`src/sv/kwl_pkg.sv`:
```
`timescale 1ns / 1ps
// ----------------------------------------------------------------------------
// kwl_pkg
// Shared types, constants and character-class helpers for the keyword lexer.
// ----------------------------------------------------------------------------
package kwl_pkg;

    localparam int MAX_WORD_CHARS_DEF = 8;
    localparam int NUM_KEYWORDS_DEF   = 4;
    localparam int TEXT_W             = 64;
    localparam int LEN_W              = 4;
    localparam int CHAR_W             = 8;
    localparam int CFG_IDX_W          = 2;
    localparam int FIFO_DEPTH         = 4;
    localparam int FIFO_PTR_W         = 2;
    localparam int FIFO_CNT_W         = 3;

    // Configuration register indexes
    localparam logic [CFG_IDX_W-1:0] CFG_KEYWORD_0 = 2'd0;
    localparam logic [CFG_IDX_W-1:0] CFG_KEYWORD_1 = 2'd1;
    localparam logic [CFG_IDX_W-1:0] CFG_KEYWORD_2 = 2'd2;
    localparam logic [CFG_IDX_W-1:0] CFG_KEYWORD_3 = 2'd3;

    typedef enum logic [1:0] {
        KIND_KEYWORD = 2'd0,
        KIND_WORD    = 2'd1,
        KIND_SYMBOL  = 2'd2
    } t_kind;

    typedef struct packed {
        t_kind              kind;
        logic [TEXT_W-1:0]  text;
        logic [LEN_W-1:0]   length;
        logic               truncated;
        logic               last;
    } t_token;

    // Up to two tokens produced by one character
    typedef struct packed {
        logic [1:0] count;
        t_token     tok0;
        t_token     tok1;
    } t_push;

    function automatic logic [TEXT_W-1:0] kw_reset(input logic [CFG_IDX_W-1:0] idx);
        logic [TEXT_W-1:0] v;
        case (idx)
            CFG_KEYWORD_0: v = 64'd1684631414;            // "void"
            CFG_KEYWORD_1: v = 64'd7957695015192261990;   // "function"
            CFG_KEYWORD_2: v = 64'd1953853283;            // "cout"
            CFG_KEYWORD_3: v = 64'd121437875889522;       // "return"
            default:       v = '0;
        endcase
        return v;
    endfunction

    function automatic logic is_word_char(input logic [CHAR_W-1:0] c);
        return (c inside {[8'd48:8'd57], [8'd65:8'd90], [8'd97:8'd122]});
    endfunction

    function automatic logic is_blank(input logic [CHAR_W-1:0] c);
        return (c inside {8'd32, [8'd9:8'd13]});
    endfunction

endpackage

```
`src/sv/kwl_kwbank.sv`:
```
`timescale 1ns / 1ps
// ----------------------------------------------------------------------------
// kwl_kwbank
// Keyword registers with their write port and a parallel equality compare.
// ----------------------------------------------------------------------------
module kwl_kwbank #(
    parameter int NUM_KEYWORDS = kwl_pkg::NUM_KEYWORDS_DEF
) (
    input  logic                           i_clk,
    input  logic                           i_rst_n,
    input  logic                           i_cfg_we,
    input  logic [kwl_pkg::CFG_IDX_W-1:0]  i_cfg_index,
    input  logic [kwl_pkg::TEXT_W-1:0]     i_cfg_data,
    input  logic [kwl_pkg::TEXT_W-1:0]     i_word,
    output logic                           o_hit
);
    import kwl_pkg::*;

    logic [TEXT_W-1:0] r_kw [NUM_KEYWORDS];

    // Hold one register per enabled keyword; drop writes to the others
    always_ff @(posedge i_clk) begin
        for (int i = 0; i < NUM_KEYWORDS; i++) begin
            if (!i_rst_n) begin
                r_kw[i] <= kw_reset(CFG_IDX_W'(i));
            end else if (i_cfg_we && (i_cfg_index == CFG_IDX_W'(i))) begin
                r_kw[i] <= i_cfg_data;
            end
        end
    end

    always_comb begin
        o_hit = 1'b0;
        for (int i = 0; i < NUM_KEYWORDS; i++) begin
            if (r_kw[i] == i_word) begin
                o_hit = 1'b1;
            end
        end
    end

endmodule

```
`src/sv/kwl_scan.sv`:
```
`timescale 1ns / 1ps
// ----------------------------------------------------------------------------
// kwl_scan
// Word gathering state and token formation for one character per cycle while i_fire is high.
// ----------------------------------------------------------------------------
module kwl_scan #(
    parameter int MAX_WORD_CHARS = kwl_pkg::MAX_WORD_CHARS_DEF
) (
    input  logic                         i_clk,
    input  logic                         i_rst_n,
    input  logic                         i_fire,
    input  logic [kwl_pkg::CHAR_W-1:0]   i_character,
    input  logic                         i_line_end,
    input  logic                         i_hit,
    output logic [kwl_pkg::TEXT_W-1:0]   o_word,
    output kwl_pkg::t_push               o_push
);
    import kwl_pkg::*;

    localparam int CW    = $clog2(MAX_WORD_CHARS + 1);
    localparam int BUF_W = CHAR_W * MAX_WORD_CHARS;

    logic             r_in_word, n_in_word;
    logic [BUF_W-1:0] r_buf, n_buf;
    logic [CW-1:0]    r_cnt, n_cnt;
    logic             r_ovf, n_ovf;

    logic             w_word_char;
    logic             w_blank;
    logic [BUF_W-1:0] upd_buf;
    logic [CW-1:0]    upd_cnt;
    logic             upd_ovf;
    logic [BUF_W-1:0] emit_buf;
    logic [CW-1:0]    emit_cnt;
    logic             emit_ovf;
    logic             emit_word;
    logic             emit_sym;
    t_token           word_tok;
    t_token           sym_tok;

    always_comb begin
        w_word_char = is_word_char(i_character);
        w_blank     = is_blank(i_character);

        // Append the character, or mark overflow once the buffer is full
        upd_buf = r_buf;
        upd_cnt = r_cnt;
        upd_ovf = r_ovf;
        if (r_cnt < CW'(MAX_WORD_CHARS)) begin
            for (int i = 0; i < MAX_WORD_CHARS; i++) begin
                if (r_cnt == CW'(i)) begin
                    upd_buf[i*CHAR_W +: CHAR_W] = i_character;
                end
            end
            upd_cnt = r_cnt + 1'b1;
        end else begin
            upd_ovf = 1'b1;
        end

        emit_word = w_word_char ? i_line_end : r_in_word;
        emit_sym  = !w_word_char && !w_blank;
        emit_buf  = w_word_char ? upd_buf : r_buf;
        emit_cnt  = w_word_char ? upd_cnt : r_cnt;
        emit_ovf  = w_word_char ? upd_ovf : r_ovf;

        o_word = TEXT_W'(emit_buf);

        word_tok.kind      = (i_hit && !emit_ovf) ? KIND_KEYWORD : KIND_WORD;
        word_tok.text      = TEXT_W'(emit_buf);
        word_tok.length    = LEN_W'(emit_cnt);
        word_tok.truncated = emit_ovf;
        word_tok.last      = !emit_sym;

        sym_tok.kind       = KIND_SYMBOL;
        sym_tok.text       = TEXT_W'(i_character);
        sym_tok.length     = LEN_W'(1);
        sym_tok.truncated  = 1'b0;
        sym_tok.last       = 1'b1;

        o_push.tok0  = emit_word ? word_tok : sym_tok;
        o_push.tok1  = sym_tok;
        o_push.count = i_fire ? ({1'b0, emit_word} + {1'b0, emit_sym}) : 2'd0;

        n_in_word = r_in_word;
        n_buf     = r_buf;
        n_cnt     = r_cnt;
        n_ovf     = r_ovf;
        if (i_fire) begin
            if (w_word_char && !i_line_end) begin
                n_in_word = 1'b1;
                n_buf     = upd_buf;
                n_cnt     = upd_cnt;
                n_ovf     = upd_ovf;
            end else if (!w_word_char || i_line_end) begin
                // Non-word character or line end: clear the word state
                n_in_word = (w_word_char && !i_line_end);
                n_buf     = '0;
                n_cnt     = '0;
                n_ovf     = 1'b0;
            end
        end
    end

    always_ff @(posedge i_clk) begin
        if (!i_rst_n) begin
            r_in_word <= 1'b0;
            r_buf     <= '0;
            r_cnt     <= '0;
            r_ovf     <= 1'b0;
        end else begin
            r_in_word <= n_in_word;
            r_buf     <= n_buf;
            r_cnt     <= n_cnt;
            r_ovf     <= n_ovf;
        end
    end

endmodule

```
`src/sv/kwl_fifo.sv`:
```
`timescale 1ns / 1ps
// ----------------------------------------------------------------------------
// kwl_fifo
// Result queue: takes up to two tokens per cycle, presents one per cycle while the reader pops.
// ----------------------------------------------------------------------------
module kwl_fifo (
    input  logic             i_clk,
    input  logic             i_rst_n,
    input  kwl_pkg::t_push   i_push,
    input  logic             i_pop,
    output logic             o_space2,
    output logic             o_valid,
    output kwl_pkg::t_token  o_head
);
    import kwl_pkg::*;

    t_token                r_mem [FIFO_DEPTH];
    logic [FIFO_PTR_W-1:0] r_wr, n_wr;
    logic [FIFO_PTR_W-1:0] r_rd, n_rd;
    logic [FIFO_CNT_W-1:0] r_count, n_count;
    logic [FIFO_PTR_W-1:0] wr_next;
    logic                  pop_ok;

    always_comb begin
        wr_next  = FIFO_PTR_W'(r_wr + 1'b1);
        pop_ok   = i_pop && (r_count != '0);
        n_wr     = FIFO_PTR_W'(r_wr + i_push.count);
        n_rd     = pop_ok ? FIFO_PTR_W'(r_rd + 1'b1) : r_rd;
        n_count  = r_count + FIFO_CNT_W'(i_push.count) - FIFO_CNT_W'(pop_ok);
        o_space2 = (r_count <= FIFO_CNT_W'(FIFO_DEPTH - 2));
        o_valid  = (r_count != '0);
        o_head   = r_mem[r_rd];
    end

    always_ff @(posedge i_clk) begin
        if (i_push.count != 2'd0) begin
            r_mem[r_wr] <= i_push.tok0;
        end
        if (i_push.count == 2'd2) begin
            r_mem[wr_next] <= i_push.tok1;
        end
    end

    always_ff @(posedge i_clk) begin
        if (!i_rst_n) begin
            r_wr    <= '0;
            r_rd    <= '0;
            r_count <= '0;
        end else begin
            r_wr    <= n_wr;
            r_rd    <= n_rd;
            r_count <= n_count;
        end
    end

endmodule

```
`src/sv/keyword_lexer_core.sv`:
```
`timescale 1ns / 1ps
// ----------------------------------------------------------------------------
// keyword_lexer_core
// Character-stream lexer: gathers words, flags configured keywords, reports
// symbols and skips white space.
// ----------------------------------------------------------------------------
// Flow: an accepted transaction waits in the input register until the queue
//   has room for two tokens, is then scanned, and its tokens enter the queue.
// Throughput: one character per cycle while the output is ready and each
//   character yields at most one token; a character that ends a word and is a
//   symbol yields two, and the single-token output port then sets the pace.
// Reset: synchronous, active low; clears the word state and the result queue
//   and loads the four default keywords.
// ----------------------------------------------------------------------------
module keyword_lexer_core #(
    parameter int MAX_WORD_CHARS = kwl_pkg::MAX_WORD_CHARS_DEF,
    parameter int NUM_KEYWORDS   = kwl_pkg::NUM_KEYWORDS_DEF
) (
    input  logic                          i_clk,
    input  logic                          i_rst_n,
    // configuration write port
    input  logic                          i_cfg_we,
    input  logic [kwl_pkg::CFG_IDX_W-1:0] i_cfg_index,
    input  logic [kwl_pkg::TEXT_W-1:0]    i_cfg_data,
    // character input
    input  logic                          i_in_valid,
    output logic                          o_in_ready,
    input  logic [kwl_pkg::CHAR_W-1:0]    i_character,
    input  logic                          i_line_end,
    // token output
    output logic                          o_out_valid,
    input  logic                          i_out_ready,
    output logic [1:0]                    o_token_kind,
    output logic [kwl_pkg::TEXT_W-1:0]    o_token_text,
    output logic [kwl_pkg::LEN_W-1:0]     o_token_length,
    output logic                          o_truncated,
    output logic                          o_last_of_run
);
    import kwl_pkg::*;

    // Input register: holds one accepted transaction until it is scanned
    logic              r_in_valid;
    logic [CHAR_W-1:0] r_in_char;
    logic              r_in_eol;

    logic              fire;
    logic              space2;
    logic [TEXT_W-1:0] word;
    logic              hit;
    t_push             push;
    t_token            head;

    // Scan only when the queue can take the worst case of two tokens, so a
    // character never has to be split across cycles.
    assign fire       = r_in_valid && space2;
    assign o_in_ready = !r_in_valid || fire;

    always_ff @(posedge i_clk) begin
        if (!i_rst_n) begin
            r_in_valid <= 1'b0;
        end else if (i_in_valid && o_in_ready) begin
            r_in_valid <= 1'b1;
        end else if (fire) begin
            r_in_valid <= 1'b0;
        end
    end

    // Payload needs no reset; load on every accepted transaction
    always_ff @(posedge i_clk) begin
        if (i_in_valid && o_in_ready) begin
            r_in_char <= i_character;
            r_in_eol  <= i_line_end;
        end
    end

    kwl_kwbank #(
        .NUM_KEYWORDS (NUM_KEYWORDS)
    ) u_kwbank (
        .i_clk       (i_clk),
        .i_rst_n     (i_rst_n),
        .i_cfg_we    (i_cfg_we),
        .i_cfg_index (i_cfg_index),
        .i_cfg_data  (i_cfg_data),
        .i_word      (word),
        .o_hit       (hit)
    );

    // Word state update and token build; the word under compare goes out to
    // the keyword bank and the hit comes back in the same cycle.
    kwl_scan #(
        .MAX_WORD_CHARS (MAX_WORD_CHARS)
    ) u_scan (
        .i_clk       (i_clk),
        .i_rst_n     (i_rst_n),
        .i_fire      (fire),
        .i_character (r_in_char),
        .i_line_end  (r_in_eol),
        .i_hit       (hit),
        .o_word      (word),
        .o_push      (push)
    );

    // Result queue decouples token bursts from the output handshake
    kwl_fifo u_fifo (
        .i_clk    (i_clk),
        .i_rst_n  (i_rst_n),
        .i_push   (push),
        .i_pop    (i_out_ready),
        .o_space2 (space2),
        .o_valid  (o_out_valid),
        .o_head   (head)
    );

    assign o_token_kind   = head.kind;
    assign o_token_text   = head.text;
    assign o_token_length = head.length;
    assign o_truncated    = head.truncated;
    assign o_last_of_run  = head.last;

endmodule

```
`config.mk`:
```
export PLATFORM = sky130hd
export DESIGN_NAME = keyword_lexer_core
export DESIGN_NICKNAME = d
export VERILOG_FILES = /design/src/sv/kwl_pkg.sv /design/src/sv/kwl_kwbank.sv /design/src/sv/kwl_scan.sv /design/src/sv/kwl_fifo.sv /design/src/sv/keyword_lexer_core.sv
export SDC_FILE = /design/constraint.sdc
export NUM_CORES = 1
export LEC_CHECK = 0
export BUFFER_PORTS_ARGS = -buffer_cell sky130_fd_sc_hd__clkbuf_2
export CORE_AREA = 2 2 281 283
export CTS_CLUSTER_SIZE = 16
export DETAILED_ROUTE_END_ITERATION = 8
export DIE_AREA = 0 0 283 285
export SETUP_SLACK_MARGIN = 0.3
export SYNTH_ARGS = -nofsm -noshare
export SYNTH_HDL_FRONTEND = slang
export SYNTH_SLANG_ARGS = --single-unit
```
`constraint.sdc`:
```
create_clock -name i_clk -period 6.85 [get_ports i_clk]
set_input_delay 0.3425 -clock i_clk [delete_from_list [all_inputs] [get_ports i_clk]]
set_output_delay 0.3425 -clock i_clk [all_outputs]
set_load 0.01 [all_outputs]
```
==> results_dict.tcl, run 1 <==
set metrics [dict create \
    outcome "complete, no violations" \
    slowest_delay_ps 1030 \
    std_cell_rows 103 \
    r2r_end "u_fifo.r_mem[2][70]" \
    clk_pin_slew_ps 60 \
    cts_setup_buffers 0 \
    synth_flop_cell "dfxtp_1" \
    first_global_vias 25400 \
    r2r_slack_ps 860 \
    synth.distinct_cells 86 \
    yosysWarnings 0 \
    rsz0062_at_grt "false" \
    crit_path_end_kind "flip-flop" \
    port_buffers 153 \
    fp.dieH_um 285 \
    min_period_over_period_pct 87.4 \
    synthToLayoutAreaGrowth_pct 15.5 \
    wl_per_cell_um 39.2 \
    cpLargestDelayFamily "compound AO/OA/AOI/OAI gates" \
    dp_hpwl_mm 120 \
    setup_violations 0 \
    cts_tree "yes" \
    synth-compound-area-share_pct 19.6 \
    initial_core_util_pct 39.5 \
    grt_max_degree 85 \
    ys_top_cells_by_area "edfxtp_1, dfxtp_1, a22o_1, mux4_2, and2_1" \
    die_w_um 283 \
    syn-cell-area_mm2 0.0308 \
    antenna_found_initial 15 \
    regArea_mm2 0.0157 \
    vias_per_cell 6.49 \
    max_freq_ghz 0.167 \
    required_ps 7390 \
    clock_skew_ps 34.4 \
    synthSimpleGateAreaFrac_pct 14.4 \
    grt_first_pass_wirelength_mm 217 \
    worstHoldStart "i_cfg_data[9]" \
    period_needed_ps 5990 \
    async_flop_share_pct 0 \
    gp_congestion 1.06 \
    critical_path.cell_chain "buf_4 -> and3_1 -> o31ai_4 -> buf_4 -> nand2b_1 -> buf_4 -> a21oi_1 -> nor2_1 -> a2111oi_0 -> nand3_1 -> nor4_2 -> o41ai_2 -> a21o_1" \
    slew_violations 0 \
    critPathMaxFanout 30 \
    p_leak_nw 12.6 \
    finalNetCount 3047 \
    first_iter_violations 3512 \
    synth_xor_area_share_pct 5.07 \
    grt_usage_pct 38.8 \
    syn-instance-count 2818 \
    synth-edff-count 297 \
    power_density_mw_per_mm2 272 \
    cts_made_buffers 71 \
    io_pins 154 \
    htree_num_levels 3 \
    vias 26400 \
    r2r.worst_path.cells 13 \
    muxShareOfSynthArea_pct 5.60 \
    reg2reg_from "r_in_char[0]" \
    min_path_type "in -> reg" \
    clock_path_buffers 3 \
    synth_seq_cells 633 \
    syn_avg_cell_area_um2 10.9 \
    arrival_ps 6530 \
    critPathLaunchType "flip-flop" \
    holdPathStages 2 \
    detail-route-antenna-nets 0 \
    drive_gt1_share_pct 16.9 \
    drc 0 \
    hold_ws_ps 7.98 \
    cts_root_buffer "clkbuf_16" \
    die_area_mm2 0.0807 \
    synth_fp_nets 2908 \
    worst_slew_pin_slew_ps 1300 \
    timing.setup.critical_path_class "reg -> reg" \
    cp.buffers_inverters 3 \
    yosys.area.top_type "edfxtp_1" \
    cts.sinks 633 \
    yosys.area_share.adder_pct 0.431 \
    final_cell_mix "dfxtp_1, edfxtp_1, a22o_1, and2_1, clkbuf_2" \
    fillers 7320 \
    ys_seq_area_share_pct 50.8 \
    ir_drop_uv 266 \
    multiInputGateArea_mm2 0.0140 \
    maxCapViolations 0 \
    dr.pass1.iters 5 \
    synth_top_area_share_pct 29.0 \
    crit_top_cell "buf_4" \
    synth_top_family_by_area "compound AO/OA/AOI/OAI gates" \
    clk_latency_ps 660 \
    final_common_cell "dfxtp_1" \
    fin_setup_tns_ps 0 \
    grt-ovfl-total 0 \
    slew_headroom_pct 13.6 \
    slowest_stage "a21oi_1" \
    hold_violations 0 \
    core_mm2 0.0780 \
    drt_wl_total_mm 160 \
    min_to "u_kwbank.r_kw[2][9]" \
]
## Yosys cell counts, types with 49 or more instances
master and n:
nor3_1 58, a22oi_1 73, o21ai_0 96, and2_1 182, clkbuf_1 167, a21oi_1 99
inv_1 95, dfxtp_1 336, nor2b_1 72, or3_1 77, xor2_1 89, edfxtp_1 297
a22o_1 253, mux4_2 72, nand2_1 96, xnor2_1 89, o22ai_1 56, nand2b_1 49
nor2_1 124
## power breakdown
group	switching (W)	total (W)	internal, W
registers	0.000305	0.00446	0.00416
logic	0.000895	0.00136	0.000464
clock network	0.00171	0.00386	0.00214
## kinds of logic (layout without fill, tap and decap cells)
| family | Yosys count | in the layout |
|---|---|---|
| adders and majority gates | 10 | 10 |
| muxes | 82 | 82 |
| AOI/OAI and AO/OA | 793 | 793 |
| buffers and inverters | 320 | 518 |
| and+or+nand+nor | 802 | 802 |
| other | 0 | 7 |
| DFF | 633 | 633 |
| xor gates and xnor gates | 178 | 178 |
## worst max-delay path by stage
stage	startpoint	endpoint	depth (start not counted)
after CTS	r_in_char[0]	u_fifo.r_mem[2][70]	13
final	r_in_char[0]	u_fifo.r_mem[2][70]	13
after global placement	r_in_char[0]	u_fifo.r_mem[0][70]	13
after floorplan	i_cfg_we	u_kwbank.r_kw[2][0]	4
after global routing	r_in_char[0]	u_fifo.r_mem[2][70]	13
after detailed placement	r_in_char[0]	u_fifo.r_mem[2][70]	13
## through the flow
stage	std cells	utilization [%]	total power, W	cell area, µm²	setup WS (ps)
detailed placement	3915	42.3	0.00585	33000	1110
global placement	3915	42.3	0.00586	33000	979
global route	4066	45.6	0.00992	35500	874
floorplan	2818	-	0.00516	30800	1030
finish	4073	45.6	0.00968	35500	864
CTS	4066	45.6	0.00968	35500	1080
## cell type report
class                           count  share of cell area, %
Antenna cell                        7                 0.0493
Clock buffer                       88                   5.26
Clock inverter                     44                   1.34
Inverter                           97                   1.02
Multi-Input combinational cell   1865                   39.4
Sequential cell                   633                   44.0
Tap cell                         1050                   3.70
Timing Repair Buffer              289                   5.23
## per-layer routing
metal  track usage [%]  routed length, µm  vias to the layer above
met4              18.0               8230                       10
met3              7.74              13300                      310
met1              54.4              69000                    13600
li1                  -                  -                    10900
met5                 0                 64                        -
met2              57.6              69100                     1579
## state kept, by name, indices dropped and copies added, names as in the netlist, named ones only
signal	count
u_fifo.r_count	3
u_fifo.r_mem	288
u_fifo.r_rd	2
u_scan.r_cnt	4
r_in_char	8
r_in_valid	1
u_kwbank.r_kw	256
u_scan.r_in_word	1
u_fifo.r_wr	2
u_scan.r_buf	64
u_scan.r_ovf	1
r_in_eol	1
## repair_timing
action,CTS,global route
hold buffers,19,0
gates resized for setup,0,0
endpoints found under the setup margin,0,0
hold endpoints to repair,29,0
(Power assumes the default switching activity.)
==> run 2, diff against run 1 <==
BUFFER_PORTS_ARGS = -buffer_cell sky130_fd_sc_hd__buf_4   (was -buffer_cell sky130_fd_sc_hd__clkbuf_2)
CTS_CLUSTER_SIZE = 28   (was 16)
==> run 2 against run 1 <==
- final area is 1.5% higher
- combinational power up 4%
- flip-flop and latch count is the same
- die area stayed put
- via count increased by 1.1%
- sequential share of layout area shrank 0.66 points
- core utilization grew 0.69 points
- highest routed layer unchanged
==> results_dict.tcl, run 2 (same netlist as run 1, synthesis figures left out) <==
set metrics [dict create \
    antenna_found_initial 11 \
    grt-ovfl-total 0 \
    cpLargestDelayFamily "simple AND/OR/NAND/NOR gates" \
    synthToLayoutAreaGrowth_pct 17.2 \
    reg.largest.list "u_fifo.r_mem x288, u_kwbank.r_kw x256, u_scan.r_buf x64" \
    finalNetCount 3046 \
    reg2reg_from "r_in_char[1]" \
    clk_pin_slew_ps 60 \
    arrival_ps 6310 \
    min_to "u_kwbank.r_kw[1][7]" \
    dr.pass1.iters 6 \
    stdcell_area_mm2 0.0361 \
    slowest_delay_ps 960 \
    placed_cell_area_mm2 0.0332 \
    critical_path.cell_chain "buf_4 -> or4_1 -> o2111ai_2 -> nand2b_1 -> a21oi_1 -> xnor2_1 -> nor3_1 -> nand4_1 -> nor4_2 -> o41ai_2 -> a21o_1" \
    r2r_slack_ps 1060 \
    regArea_mm2 0.0157 \
    cts.sinks 633 \
    slew_violations 0 \
    fillers 7245 \
    io_pins 154 \
    slew_headroom_pct 5.51 \
    hold_ws_ps 22.7 \
    grt_usage_pct 38.8 \
    max_freq_ghz 0.173 \
    drive_gt1_share_pct 16.4 \
    clock_skew_ps 23.1 \
    cts_tree "yes" \
    cts_setup_buffers 0 \
    first_global_vias 25500 \
    holdPathStages 2 \
    die_w_um 283 \
    required_ps 7380 \
    p_leak_nw 12.7 \
    timing.setup.critical_path_class "reg -> reg" \
    critPathMaxFanout 22 \
    period_needed_ps 5790 \
    grt_first_pass_wirelength_mm 217 \
    largest-register "u_fifo.r_mem" \
    cts_root_buffer "clkbuf_16" \
    outcome "complete, no violations" \
    port_buffers 153 \
    fin_setup_tns_ps 0 \
    cp.buffers_inverters 1 \
    final_cell_mix "dfxtp_1, edfxtp_1, a22o_1, buf_4, and2_1" \
    clk_latency_ps 640 \
    fp.dieH_um 285 \
    final_common_cell "dfxtp_1" \
    worstHoldStart "i_cfg_data[7]" \
    hold_violations 0 \
    detail-route-antenna-nets 0 \
    ir_drop_uv 168 \
    power_density_mw_per_mm2 275 \
    critPathLaunchType "flip-flop" \
    drc 0 \
    core_mm2 0.0780 \
    dp_hpwl_mm 120 \
    vias_per_cell 6.56 \
    min_period_over_period_pct 84.5 \
    htree_num_levels 3 \
    r2r_end "u_fifo.r_mem[3][70]" \
    slowest_stage "nand2b_1" \
    std_cell_rows 103 \
    worst_slew_pin_slew_ps 1410 \
    drt_wl_total_mm 160 \
    multiInputGateArea_mm2 0.0140 \
    setup_violations 0 \
    crit_path_end_kind "flip-flop" \
    r2r.worst_path.cells 11 \
    largest_register_ffs 288 \
    first_iter_violations 3909 \
    grt_max_degree 86 \
    cts_made_buffers 74 \
    gp_congestion 1.09 \
    maxCapViolations 0 \
    die_area_mm2 0.0807 \
    wl_per_cell_um 39.3 \
    min_path_type "in -> reg" \
    clock_path_buffers 3 \
    initial_core_util_pct 39.5 \
    rsz0062_at_grt "false" \
    vias 26700 \
]
-- run 2: cell types whose count changed in the layout (fill, tap and decap cells not counted), moves of 5 or more --
cell           before  now
buf_4             115  245
clkbuf_16          71   76
clkbuf_2          153    0
clkbuf_8            3   13
dlygate4sd3_1      19   38
-- run 2: how the worst max path moves through the flow --
stage            startpoint             endpoint  depth (start not counted)
2_1_floorplan      i_cfg_we  u_kwbank.r_kw[2][0]                          4
3_3_place_gp   r_in_char[4]  u_fifo.r_mem[1][70]                         11
3_5_place_dp   r_in_char[1]  u_fifo.r_mem[3][70]                         11
4_1_cts        r_in_char[1]  u_fifo.r_mem[3][70]                         11
5_1_grt        r_in_char[1]  u_fifo.r_mem[3][70]                         11
6_report       r_in_char[1]  u_fifo.r_mem[3][70]                         11
-- run 2: metal layers --
metal | GRT usage [%] | up-vias | wire, µm
met5 | 0 | - | 72
met4 | 18.3 | 10 | 8700
met3 | 7.63 | 349 | 14800
met2 | 57.8 | 1767 | 69000
met1 | 54.2 | 13700 | 67500
li1 | - | 10900 | -
-- run 2: final cells by class --
type | count | area share, %
Sequential cell | 633 | 43.4
Multi-Input combinational cell | 1865 | 38.8
Timing Repair Buffer | 285 | 6.19
Clock buffer | 106 | 5.94
Tap cell | 1050 | 3.64
Inverter | 97 | 1.01
Clock inverter | 31 | 1.00
Antenna cell | 5 | 0.0347
-- run 2: worst register-to-register path: stages (launching register included) --
cell and delay, ps:
edfxtp_1 360, buf_4 210, or4_1 880, o2111ai_2 670, nand2b_1 970, a21oi_1 530
xnor2_1 260, nor3_1 480, nand4_1 390, nor4_2 470, o41ai_2 230, a21o_1 240
-- run 2: stage by stage --
| step | util, % | std cells | power, W | setup WS (ps) |
|---|---|---|---|---|
| 6_report | 46.3 | 4072 | 0.00992 | 1060 |
| 3_5_place_dp | 42.6 | 3892 | 0.00589 | 1280 |
| 3_3_place_gp | 42.5 | 3890 | 0.00588 | 966 |
| 5_1_grt | 46.3 | 4067 | 0.0102 | 1080 |
| 4_1_cts | 46.3 | 4067 | 0.00992 | 1260 |
| 2_1_floorplan | - | 2818 | 0.00516 | 1030 |
-- run 2: power by group --
| part | total, W | internal [W] | switching (W) | leakage, nW |
|---|---|---|---|---|
| logic | 0.00142 | 0.000500 | 0.000922 | 5.89 |
| registers | 0.00445 | 0.00416 | 0.000292 | 5.63 |
| clock network | 0.00405 | 0.00236 | 0.00169 | 1.23 |
| total | 0.00992 | 0.00702 | 0.00291 | 12.7 |
-- run 2: what timing repair did --
action,CTS,global route
hold buffers,38,0
gates resized for setup,0,0
hold endpoints to repair,64,0
